[src/dtsrp_pkg.sv]
`timescale 1ns / 1ps

package dtsrp_pkg;

  localparam int unsigned COLUMNS   = 64;
  localparam int unsigned ROWS      = 180;
  localparam int unsigned ROW_W     = 8;
  localparam int unsigned SMP_W     = 24;
  localparam int unsigned RM_W      = 23;
  localparam int unsigned XO_W      = 9;
  localparam int unsigned COLUMN_W  = 10;
  localparam int unsigned CFG_IDX_W = 2;
  localparam int unsigned CFG_W     = 23;
  localparam int unsigned COL_W     = $clog2(COLUMNS);
  localparam int unsigned CNT_W     = $clog2(COLUMNS + 1);
  localparam int unsigned PROD_W    = RM_W + ROW_W;
  localparam int unsigned NUM_W     = PROD_W + 1;

  localparam logic [ROW_W-1:0] EMPTY   = 8'hFF;
  localparam logic [ROW_W-1:0] ROW_MAX = ROW_W'(ROWS - 1);

  localparam logic [RM_W-1:0] RANGE_MAX_RESET = RM_W'(25600);
  localparam logic [XO_W-1:0] X_ORIGIN_RESET  = '0;

  localparam logic [CFG_IDX_W-1:0] CFG_RANGE_MAX = CFG_IDX_W'(0);
  localparam logic [CFG_IDX_W-1:0] CFG_X_ORIGIN  = CFG_IDX_W'(1);

  typedef struct packed {
    logic [COLUMN_W-1:0] column;
    logic [ROW_W-1:0]    span_low;
    logic [ROW_W-1:0]    span_high;
    logic                green_valid;
    logic [ROW_W-1:0]    green_top;
    logic [ROW_W-1:0]    green_bottom;
    logic                blue_valid;
    logic [ROW_W-1:0]    blue_top;
    logic [ROW_W-1:0]    blue_bottom;
    logic                last;
  } cmd_t;

endpackage

[src/dtsrp_row_div.sv]
`timescale 1ns / 1ps

module dtsrp_row_div (
  input  logic                             clk_i,
  input  logic                             rst_ni,
  input  logic                             start_i,
  input  logic signed [dtsrp_pkg::SMP_W-1:0] sample_i,
  input  logic [dtsrp_pkg::RM_W-1:0]       range_max_i,
  output logic                             done_o,
  output logic [dtsrp_pkg::ROW_W-1:0]      row_o
);
  import dtsrp_pkg::*;

  localparam int unsigned STEP_W = $clog2(ROW_W);

  typedef enum logic [1:0] {D_IDLE, D_MUL, D_ADD, D_DIV} div_state_e;

  div_state_e          state_q, state_d;
  logic [STEP_W-1:0]   step_q, step_d;
  logic                done_q, done_d;
  logic [ROW_W-1:0]    row_q, row_d;
  logic [RM_W-1:0]     g_q, r_q, g_clamp;
  logic [PROD_W-1:0]   prod_q;
  logic [NUM_W-1:0]    rem_q, rem_d;
  logic [ROW_W-1:0]    quo_q, quo_d;
  logic [NUM_W-1:0]    div_sub;
  logic                fits;

  always_comb begin
    if (sample_i[SMP_W-1]) begin
      g_clamp = '0;
    end else if (sample_i[RM_W-1:0] > range_max_i) begin
      g_clamp = range_max_i;
    end else begin
      g_clamp = sample_i[RM_W-1:0];
    end
  end

  assign div_sub = NUM_W'(r_q) << step_q;
  assign fits    = rem_q >= div_sub;

  always_comb begin
    state_d = state_q;
    step_d  = step_q;
    done_d  = 1'b0;
    row_d   = row_q;
    rem_d   = rem_q;
    quo_d   = quo_q;
    unique case (state_q)
      D_IDLE: begin
        if (start_i) state_d = D_MUL;
      end
      D_MUL: begin
        state_d = D_ADD;
      end
      D_ADD: begin
        rem_d   = NUM_W'(prod_q) + NUM_W'(r_q) - NUM_W'(1);
        quo_d   = '0;
        step_d  = STEP_W'(ROW_W - 1);
        state_d = D_DIV;
      end
      D_DIV: begin
        quo_d[step_q] = fits;
        if (fits) rem_d = rem_q - div_sub;
        if (step_q == '0) begin
          row_d   = (r_q == '0) ? ROW_MAX : ROW_MAX - quo_d;
          done_d  = 1'b1;
          state_d = D_IDLE;
        end else begin
          step_d = step_q - STEP_W'(1);
        end
      end
      default: state_d = D_IDLE;
    endcase
  end

  always_ff @(posedge clk_i or negedge rst_ni) begin
    if (!rst_ni) begin
      state_q <= D_IDLE;
      step_q  <= '0;
      done_q  <= 1'b0;
      row_q   <= '0;
    end else begin
      state_q <= state_d;
      step_q  <= step_d;
      done_q  <= done_d;
      row_q   <= row_d;
    end
  end

  always_ff @(posedge clk_i) begin
    if (state_q == D_IDLE && start_i) begin
      g_q <= g_clamp;
      r_q <= range_max_i;
    end
    if (state_q == D_MUL) prod_q <= PROD_W'(g_q) * PROD_W'(ROW_MAX);
    rem_q <= rem_d;
    quo_q <= quo_d;
  end

  assign done_o = done_q;
  assign row_o  = row_q;

endmodule

[src/dtsrp_col_walk.sv]
`timescale 1ns / 1ps

module dtsrp_col_walk (
  input  logic                          clk_i,
  input  logic                          rst_ni,
  input  logic                          start_i,
  input  logic [dtsrp_pkg::ROW_W-1:0]   green_row_i,
  input  logic [dtsrp_pkg::ROW_W-1:0]   blue_row_i,
  input  logic [dtsrp_pkg::XO_W-1:0]    x_origin_i,
  input  logic                          out_ready_i,
  output logic                          out_valid_o,
  output dtsrp_pkg::cmd_t               out_cmd_o,
  output logic                          done_o
);
  import dtsrp_pkg::*;

  localparam int unsigned PT_W = 2 * ROW_W;
  localparam int unsigned DR_W = 4 * ROW_W;
  localparam int unsigned SUM_W = COL_W + 1;

  typedef enum logic [1:0] {W_IDLE, W_LOAD, W_RUN, W_FLUSH} walk_state_e;

  logic [PT_W-1:0] pt_mem [COLUMNS];
  logic [DR_W-1:0] dr_mem [COLUMNS];

  walk_state_e        state_q, state_d;
  logic [COL_W-1:0]   base_q, base_d;
  logic [CNT_W-1:0]   fill_q, fill_d;
  logic [CNT_W-1:0]   rc_q, rc_d;
  logic               iss_q, iss_d;
  logic               s1_vld_q, s1_vld_d;
  logic [CNT_W-1:0]   s1_rc_q, s1_rc_d;
  logic               pv1_q, pv1_d;
  logic               prev_pv_q, prev_pv_d;
  logic               pend_vld_q, pend_vld_d;
  logic               out_vld_q, out_vld_d;
  logic               done_q, done_d;
  logic [COLUMNS-1:0] dvld_q;
  logic               dvld_rd_q;
  logic [PT_W-1:0]    pt_rd_q, prev_pt_q;
  logic [DR_W-1:0]    dr_rd_q;
  cmd_t               pend_q, pend_d, out_q, out_d, cmd;

  logic               pt_we, pt_re, dr_we, dr_re;
  logic [SUM_W-1:0]   addr_sum;
  logic [COL_W-1:0]   pt_addr, dr_idx, wr_col;
  logic               col_filled, out_free, adv, cmd_vld, changed;
  logic [ROW_W-1:0]   g_y, g_n, b_y, b_n, gt, gb, bt, bb;
  logic [ROW_W-1:0]   dgt, dgb, dbt, dbb, lo, hi;
  logic [DR_W-1:0]    dr_word;

  assign addr_sum   = SUM_W'(base_q) + SUM_W'(rc_q);
  assign pt_addr    = (addr_sum >= SUM_W'(COLUMNS)) ? COL_W'(addr_sum - SUM_W'(COLUMNS))
                                                    : COL_W'(addr_sum);
  assign dr_idx     = COL_W'(rc_q - CNT_W'(1));
  assign wr_col     = COL_W'(s1_rc_q - CNT_W'(1));
  assign col_filled = (rc_q < CNT_W'(COLUMNS)) &&
                      ((CNT_W + 1)'(rc_q) + (CNT_W + 1)'(fill_q) >= (CNT_W + 1)'(COLUMNS));

  assign g_y = prev_pt_q[PT_W-1:ROW_W];
  assign b_y = prev_pt_q[ROW_W-1:0];
  assign g_n = pv1_q ? pt_rd_q[PT_W-1:ROW_W] : g_y;
  assign b_n = pv1_q ? pt_rd_q[ROW_W-1:0] : b_y;
  assign gt  = (g_y < g_n) ? g_y : g_n;
  assign gb  = (g_y < g_n) ? g_n : g_y;
  assign bt  = (b_y < b_n) ? b_y : b_n;
  assign bb  = (b_y < b_n) ? b_n : b_y;

  assign dr_word = dvld_rd_q ? dr_rd_q : {4{EMPTY}};
  assign dgt = dr_word[4*ROW_W-1:3*ROW_W];
  assign dgb = dr_word[3*ROW_W-1:2*ROW_W];
  assign dbt = dr_word[2*ROW_W-1:ROW_W];
  assign dbb = dr_word[ROW_W-1:0];

  assign changed = prev_pv_q && (dgt != gt || dgb != gb || dbt != bt || dbb != bb);
  assign cmd_vld = state_q == W_RUN && s1_vld_q && s1_rc_q != '0 && changed;

  always_comb begin
    lo = (gt < bt) ? gt : bt;
    hi = (gb > bb) ? gb : bb;
    if (dgt != EMPTY) begin
      if (dgt < lo) lo = dgt;
      if (dgb > hi) hi = dgb;
    end
    if (dbt != EMPTY) begin
      if (dbt < lo) lo = dbt;
      if (dbb > hi) hi = dbb;
    end
  end

  always_comb begin
    cmd.column       = COLUMN_W'(x_origin_i) + COLUMN_W'(wr_col);
    cmd.span_low     = lo;
    cmd.span_high    = hi;
    cmd.green_valid  = prev_pv_q;
    cmd.green_top    = prev_pv_q ? gt : '0;
    cmd.green_bottom = prev_pv_q ? gb : '0;
    cmd.blue_valid   = prev_pv_q;
    cmd.blue_top     = prev_pv_q ? bt : '0;
    cmd.blue_bottom  = prev_pv_q ? bb : '0;
    cmd.last         = 1'b0;
  end

  assign out_free = !out_vld_q || out_ready_i;
  assign adv      = !cmd_vld || !pend_vld_q || out_free;

  always_comb begin
    state_d    = state_q;
    base_d     = base_q;
    fill_d     = fill_q;
    rc_d       = rc_q;
    iss_d      = iss_q;
    s1_vld_d   = s1_vld_q;
    s1_rc_d    = s1_rc_q;
    pv1_d      = pv1_q;
    prev_pv_d  = prev_pv_q;
    pend_vld_d = pend_vld_q;
    pend_d     = pend_q;
    out_d      = out_q;
    out_vld_d  = out_vld_q && !out_ready_i;
    done_d     = 1'b0;
    pt_we      = 1'b0;
    pt_re      = 1'b0;
    dr_we      = 1'b0;
    dr_re      = 1'b0;
    unique case (state_q)
      W_IDLE: begin
        if (start_i) state_d = W_LOAD;
      end
      W_LOAD: begin
        pt_we    = 1'b1;
        base_d   = (base_q == COL_W'(COLUMNS - 1)) ? '0 : base_q + COL_W'(1);
        if (fill_q != CNT_W'(COLUMNS)) fill_d = fill_q + CNT_W'(1);
        rc_d     = '0;
        iss_d    = 1'b1;
        s1_vld_d = 1'b0;
        state_d  = W_RUN;
      end
      W_RUN: begin
        if (adv) begin
          if (iss_q) begin
            pt_re    = rc_q < CNT_W'(COLUMNS);
            dr_re    = rc_q != '0;
            s1_vld_d = 1'b1;
            s1_rc_d  = rc_q;
            pv1_d    = col_filled;
            rc_d     = rc_q + CNT_W'(1);
            iss_d    = rc_q != CNT_W'(COLUMNS);
          end else begin
            s1_vld_d = 1'b0;
          end
          if (s1_vld_q) prev_pv_d = pv1_q;
          if (cmd_vld) begin
            dr_we = 1'b1;
            if (pend_vld_q) begin
              out_d     = pend_q;
              out_vld_d = 1'b1;
            end
            pend_d     = cmd;
            pend_vld_d = 1'b1;
          end
          if (s1_vld_q && s1_rc_q == CNT_W'(COLUMNS)) state_d = W_FLUSH;
        end
      end
      W_FLUSH: begin
        if (!pend_vld_q) begin
          done_d  = 1'b1;
          state_d = W_IDLE;
        end else if (out_free) begin
          out_d      = pend_q;
          out_d.last = 1'b1;
          out_vld_d  = 1'b1;
          pend_vld_d = 1'b0;
          done_d     = 1'b1;
          state_d    = W_IDLE;
        end
      end
      default: state_d = W_IDLE;
    endcase
  end

  always_ff @(posedge clk_i or negedge rst_ni) begin
    if (!rst_ni) begin
      state_q    <= W_IDLE;
      base_q     <= '0;
      fill_q     <= '0;
      rc_q       <= '0;
      iss_q      <= 1'b0;
      s1_vld_q   <= 1'b0;
      s1_rc_q    <= '0;
      pv1_q      <= 1'b0;
      prev_pv_q  <= 1'b0;
      pend_vld_q <= 1'b0;
      out_vld_q  <= 1'b0;
      done_q     <= 1'b0;
      dvld_q     <= '0;
      dvld_rd_q  <= 1'b0;
    end else begin
      state_q    <= state_d;
      base_q     <= base_d;
      fill_q     <= fill_d;
      rc_q       <= rc_d;
      iss_q      <= iss_d;
      s1_vld_q   <= s1_vld_d;
      s1_rc_q    <= s1_rc_d;
      pv1_q      <= pv1_d;
      prev_pv_q  <= prev_pv_d;
      pend_vld_q <= pend_vld_d;
      out_vld_q  <= out_vld_d;
      done_q     <= done_d;
      if (dr_we) dvld_q[wr_col] <= 1'b1;
      if (dr_re) dvld_rd_q <= dvld_q[dr_idx];
    end
  end

  always_ff @(posedge clk_i) begin
    pend_q <= pend_d;
    out_q  <= out_d;
    if (state_q == W_RUN && adv && s1_vld_q) prev_pt_q <= pt_rd_q;
  end

  always_ff @(posedge clk_i) begin
    if (pt_we) pt_mem[base_q] <= {green_row_i, blue_row_i};
    if (pt_re) pt_rd_q <= pt_mem[pt_addr];
  end

  always_ff @(posedge clk_i) begin
    if (dr_we) dr_mem[wr_col] <= {gt, gb, bt, bb};
    if (dr_re) dr_rd_q <= dr_mem[dr_idx];
  end

  assign out_valid_o = out_vld_q;
  assign out_cmd_o   = out_q;
  assign done_o      = done_q;

endmodule

[src/dual_trace_scroll_redraw_planner_top.sv]
`timescale 1ns / 1ps
// Dual-trace scrolling redraw planner.
// Input channel: one beat carries a green and a blue sample (signed Q15.8).
// A beat is taken only while the block is idle; one sample pair is in work
// at a time. Both samples map to rows in two parallel dividers: load,
// multiply, offset, then eight quotient steps. The new points are then
// written to the point memory and all COLUMNS columns are walked, one per
// cycle unless the output holds the walk, through the point and drawn-span
// memories.
// Output channel: one beat per changed column, left to right, from a
// register; last marks the final beat of a sample. A sample with no change
// sends no beat. If a new command is ready while both the pending and the
// output register are full, the walk holds until the receiver takes the beat.
// Configuration channel: always ready; index 0 is range_max, index 1 is
// x_origin, other indexes are dropped. Write only while idle.
// Reset: range_max 25600, x_origin 0, all columns empty and never drawn.

module dual_trace_scroll_redraw_planner_top (
  input  logic                                   clk_i,
  input  logic                                   rst_ni,
  input  logic                                   in_valid_i,
  output logic                                   in_ready_o,
  input  logic signed [dtsrp_pkg::SMP_W-1:0]     sample_green_i,
  input  logic signed [dtsrp_pkg::SMP_W-1:0]     sample_blue_i,
  output logic                                   out_valid_o,
  input  logic                                   out_ready_i,
  output logic [dtsrp_pkg::COLUMN_W-1:0]         column_o,
  output logic [dtsrp_pkg::ROW_W-1:0]            span_low_o,
  output logic [dtsrp_pkg::ROW_W-1:0]            span_high_o,
  output logic                                   green_valid_o,
  output logic [dtsrp_pkg::ROW_W-1:0]            green_top_o,
  output logic [dtsrp_pkg::ROW_W-1:0]            green_bottom_o,
  output logic                                   blue_valid_o,
  output logic [dtsrp_pkg::ROW_W-1:0]            blue_top_o,
  output logic [dtsrp_pkg::ROW_W-1:0]            blue_bottom_o,
  output logic                                   last_o,
  input  logic                                   cfg_valid_i,
  output logic                                   cfg_ready_o,
  input  logic [dtsrp_pkg::CFG_IDX_W-1:0]        cfg_index_i,
  input  logic [dtsrp_pkg::CFG_W-1:0]            cfg_data_i
);
  import dtsrp_pkg::*;

  typedef enum logic [1:0] {T_IDLE, T_DIV, T_WALK} top_state_e;

  top_state_e       state_q;
  logic [RM_W-1:0]  range_max_q;
  logic [XO_W-1:0]  x_origin_q;
  logic             in_acc, g_done, b_done, walk_start, walk_done;
  logic [ROW_W-1:0] g_row, b_row;
  cmd_t             cmd;

  assign in_ready_o  = state_q == T_IDLE;
  assign in_acc      = in_valid_i && in_ready_o;
  assign cfg_ready_o = 1'b1;
  assign walk_start  = state_q == T_DIV && g_done && b_done;

  always_ff @(posedge clk_i or negedge rst_ni) begin
    if (!rst_ni) begin
      state_q     <= T_IDLE;
      range_max_q <= RANGE_MAX_RESET;
      x_origin_q  <= X_ORIGIN_RESET;
    end else begin
      unique case (state_q)
        T_IDLE:  if (in_acc) state_q <= T_DIV;
        T_DIV:   if (walk_start) state_q <= T_WALK;
        T_WALK:  if (walk_done) state_q <= T_IDLE;
        default: state_q <= T_IDLE;
      endcase
      if (cfg_valid_i) begin
        unique case (cfg_index_i)
          CFG_RANGE_MAX: range_max_q <= cfg_data_i[RM_W-1:0];
          CFG_X_ORIGIN:  x_origin_q  <= cfg_data_i[XO_W-1:0];
          default: ;
        endcase
      end
    end
  end

  dtsrp_row_div u_div_green (
    .clk_i       (clk_i),
    .rst_ni      (rst_ni),
    .start_i     (in_acc),
    .sample_i    (sample_green_i),
    .range_max_i (range_max_q),
    .done_o      (g_done),
    .row_o       (g_row)
  );

  dtsrp_row_div u_div_blue (
    .clk_i       (clk_i),
    .rst_ni      (rst_ni),
    .start_i     (in_acc),
    .sample_i    (sample_blue_i),
    .range_max_i (range_max_q),
    .done_o      (b_done),
    .row_o       (b_row)
  );

  dtsrp_col_walk u_walk (
    .clk_i       (clk_i),
    .rst_ni      (rst_ni),
    .start_i     (walk_start),
    .green_row_i (g_row),
    .blue_row_i  (b_row),
    .x_origin_i  (x_origin_q),
    .out_ready_i (out_ready_i),
    .out_valid_o (out_valid_o),
    .out_cmd_o   (cmd),
    .done_o      (walk_done)
  );

  assign column_o       = cmd.column;
  assign span_low_o     = cmd.span_low;
  assign span_high_o    = cmd.span_high;
  assign green_valid_o  = cmd.green_valid;
  assign green_top_o    = cmd.green_top;
  assign green_bottom_o = cmd.green_bottom;
  assign blue_valid_o   = cmd.blue_valid;
  assign blue_top_o     = cmd.blue_top;
  assign blue_bottom_o  = cmd.blue_bottom;
  assign last_o         = cmd.last;

endmodule

[config.mk]
export PLATFORM = sky130hd
export DESIGN_NAME = dual_trace_scroll_redraw_planner_top
export DESIGN_NICKNAME = d
export VERILOG_FILES = /design/src/dtsrp_pkg.sv /design/src/dtsrp_row_div.sv /design/src/dtsrp_col_walk.sv /design/src/dual_trace_scroll_redraw_planner_top.sv
export SDC_FILE = /design/constraint.sdc
export NUM_CORES = 2
export LEC_CHECK = 0
export BUFFER_PORTS_ARGS = -buffer_cell sky130_fd_sc_hd__buf_2
export CAP_MARGIN = 25
export CORE_MARGIN = 1.5
export CORE_UTILIZATION = 28
export CTS_CLUSTER_DIAMETER = 40
export DETAILED_ROUTE_END_ITERATION = 10
export GPL_TIMING_DRIVEN = 0
export PLACE_DENSITY_LB_ADDON = 0.08
export SYNTH_ARGS = -nofsm -noshare
export SYNTH_HDL_FRONTEND = slang
export SYNTH_SLANG_ARGS = --single-unit
export TNS_END_PERCENT = 5
[constraint.sdc]
create_clock -name clk_i -period 11.69 [get_ports clk_i]
set_clock_uncertainty 0.1 [all_clocks]
set_input_delay 1.169 -clock clk_i [delete_from_list [all_inputs] [get_ports clk_i]]
set_output_delay 1.169 -clock clk_i [all_outputs]
set_load 0.05 [all_outputs]
==> reports/qor.txt <==
GRT Util Overall: 17.7%
Synth top area share: 65.6%
Post-Route Utilization: 34.9%
Die area: 575,000 sq um
Worst setup margin: 0.762 ns
Top FF cell, synth: edfxtp_1
Starting Density: 28.1%
Buf+Inv Stages, Crit Path: 8
Fin Setup TNS: 0 ns
Number of synthesized flops with an enable pin: 3,489
Num CTS Buffers: 635
Clock transition at path regs: 0.06 ns
Unrepaired setup endpoints after global routing: false
Vias in the first global route: 91,500
Layout cells sized above 1: 27.4%
Number of distinct library cells after synthesis: 99
Critical Path AT: 11.57 ns
Crit path kind: flip-flop to flip-flop
H-tree depth: 6
Worst Setup SP: u_walk.pv1_q
Hpwl dp: 373,000 microns
Post-Syn Area per Cell: 18.3 sq um
Post-synth design cell area: 160,000 sq um
Vias per cell: 4.83
Synth Register Bits: 3,652
Mapped Cells: 8,718
Worst r2r dst: u_walk.pend_q[35]
Synth-to-layout area growth: 24.3%
Post-synth net total: 9,408
Path depth of the worst reg2reg path: 41
Worst setup EP type: flip-flop
Worst setup SP type: flip-flop
Detail Route Antenna Nets: 0
Tmin final: 10.93 ns
Die Width: 758 microns
GP Congestion: 0.853
Largest net degree at the start of global routing: 113
Most area-consuming cells after synthesis: edfxtp_1 66%, mux4_2 15%, ha_1 3.8%, dfrtp_1 2.5%, fa_1 1.5%
Slowest Stage Delay on Critical Path: 0.54 ns
Worst path most repeated cell: a21oi_1
Post-CTS setup buffer count: 0
Max VDD drop: 0.148 mV
Clk sinks: 3,652
Cell Count, Final, Fillers Out: 17,900
Remaining global-route overflow: 0
First-pass GRT wire length: 720,000 microns
Std-Cell Rows: 277
Critical path required time: 12.33 ns
Leakage: 67.2 nW
Nets: 10,500
Reg2Reg Setup Slack: 0.76 ns
DRT Pass-1 Iters: 5
Synth Warn #: 0
Post-synthesis sequential area ratio: 68.1%
Min-delay src: cfg_data_i[17]
Power consumption: 0.0388 W
Slew at the pin closest to its max-slew limit: 1.27 ns
Worst hold path depth: 3
Largest fanout on the critical path: 34
Outcome: completed
Number of DRC markers in iteration 0: 7,255
# Max-Cap Violations: 0
Chip height: 758 microns
TritonCTS clock tree: built
Worst-skew pair later-pin latency: 1.10 ns
DR vias: 86,400
Largest area contributor in the netlist: edfxtp_1
Top delay family on crit path: compound AO/OA/AOI/OAI gates
Root Driver: clkbuf_16
Quantity of I/O buffers inserted on ports: 140
Worst hold path class: input pin to flip-flop
Maximum root-to-sink buffer count: 4
DR DRC count: 0
Synth async-reset ratio: 4.46%
Wire per inst: 28.8 microns
Num ports: 142
WHS Endpoint: range_max_q[17]
Commonest cells post-synth: 3,489 x edfxtp_1, 1,035 x mux4_2, 603 x inv_1
Top-count cell post-synth: edfxtp_1
Final wirelength: 516,000 microns
Max Clock Freq: 91.5 MHz
Placed insts: 16,700
Final Hold Viols: 0
Levels on crit path: 41
Setup-failing EPs final: 0
Placement Setup Slack: 0.243 ns
R2r startpoint: u_walk.pv1_q
Core Box Area: 569,000 sq um
Initial antenna violation count: 63
Slowest-stage cell, CP: clkbuf_1
Power Density: 195 nW/um^2
Fin. max-slew vios: 0
Tcrit/Tclk final: 93.5%
Relative slew slack: 14.6%
==> area by class of cell <==
type | instances | area, sq um
antenna | 20 | 50.0
buffer | 343 | 1370
clock buffer | 721 | 16500
clock inverter | 450 | 5560
fill | 53500 | 370000
inverter | 608 | 2300
multi-input combinational | 4115 | 48100
sequential | 3652 | 109000
tap | 7533 | 9430
timing repair buffer | 452 | 6330
==> cells in the final DEF (no fill, tap or decap), types with 47 or more instances in the layout <==
| cell | instances |
|---|---|
| o21bai_1 | 82 |
| nor2b_1 | 99 |
| clkbuf_1 | 294 |
| clkinv_4 | 56 |
| clkinvlp_4 | 55 |
| buf_2 | 159 |
| buf_8 | 134 |
| fa_1 | 123 |
| buf_16 | 51 |
| buf_1 | 74 |
| o21ai_0 | 228 |
| nor3_1 | 61 |
| ha_1 | 489 |
| dfrtp_1 | 144 |
| mux2i_1 | 166 |
| nor2_2 | 58 |
| clkinv_2 | 82 |
| inv_6 | 47 |
| xor2_1 | 77 |
| o21a_1 | 47 |
| buf_12 | 94 |
| inv_1 | 590 |
| a21o_1 | 84 |
| nand2_1 | 245 |
| mux4_2 | 1035 |
| nand2b_1 | 49 |
| edfxtp_1 | 3489 |
| clkbuf_16 | 646 |
| nor2_4 | 67 |
| nor2_1 | 252 |
| bufinv_16 | 83 |
| nand3_1 | 68 |
| a21oi_1 | 249 |
| clkinv_1 | 77 |
| xnor2_1 | 112 |
==> worst max path at each step <==
stage               slack (ns)                    to
CTS                       0.23     u_walk.pend_q[35]
detailed placement        0.24     u_walk.pend_q[35]
global route              0.13     u_walk.pend_q[35]
finish                    0.76     u_walk.pend_q[35]
global placement         -3.70  u_walk.out_cmd_o[50]
floorplan                 2.37     u_walk.pend_q[43]
==> power by group <==
group,switching [W],internal [W]
Combinational,0.00273,0.00159
Clock,0.00690,0.0121
Sequential,0.000345,0.0150
Total,0.00998,0.0288
==> metrics by stage <==
| stage | cell area [sq um] | hold WS (ns) |
|---|---|---|
| final | 199000 | 0.253 |
| after global routing | 199000 | 0.180 |
| after CTS | 198000 | 0.127 |
| after detailed placement | 176000 | 0.305 |
| after global placement | 170000 | 0.310 |
| after floorplan | 160000 | 0.300 |
==> repair_timing <==
| action | 4_1_cts | 5_1_grt |
|---|---|---|
| hold endpoints to repair | 48 | 0 |
| endpoints found under the setup margin | 0 | 8 |
| gates resized for setup | 0 | 8 |
| hold buffers | 1 | 0 |
==> routing by layer <==
metal	vias to the layer above	track usage [%]	wire length, microns
met1	46400	25.0	236000
met5	-	0	13
li1	37200	-	-
met2	2093	28.8	244000
met3	648	2.89	26100
met4	2	3.67	10300
==> state kept, by name, summed over array words and instances, names as in the netlist, 8 cells and up <==
name / cells
u_div_green.prod_q: 31
u_div_green.rem_q: 32
u_div_green.row_o: 8
u_walk.out_cmd_o: 60
u_walk.pend_q: 59
range_max_q: 23
x_origin_q: 9
u_div_blue.quo_q: 8
u_walk.pt_rd_q: 16
u_div_blue.g_q: 23
u_walk.dvld_q: 64
u_div_blue.r_q: 23
u_walk.dr_rd_q: 32
u_walk.prev_pt_q: 16
u_walk.dr_mem: 2048
u_div_blue.rem_q: 32
u_div_green.r_q: 23
u_div_green.g_q: 23
u_div_green.quo_q: 8
u_div_blue.prod_q: 31
u_div_blue.row_o: 8
u_walk.pt_mem: 1024
==> worst min-delay path, stage by stage <==
cell and delay (ns):
buf_2 0.08, nand2_1 0.04, o21ai_0 0.06
==> kinds of logic (layout without fill, tap and decap cells) <==
kind of cell	Yosys count	count (layout)	share of synthesized area [%]
fa+ha+maj	612	612	5.37
simple gates	1140	1140	3.50
buf+inv	951	2574	2.27
mux	1239	1239	15.9
flops	3652	3652	68.1
other cells	1	21	0.00235
xor+xnor	192	192	1.05
compound gates	931	931	3.78
Power figures use the tool's default switching activity.
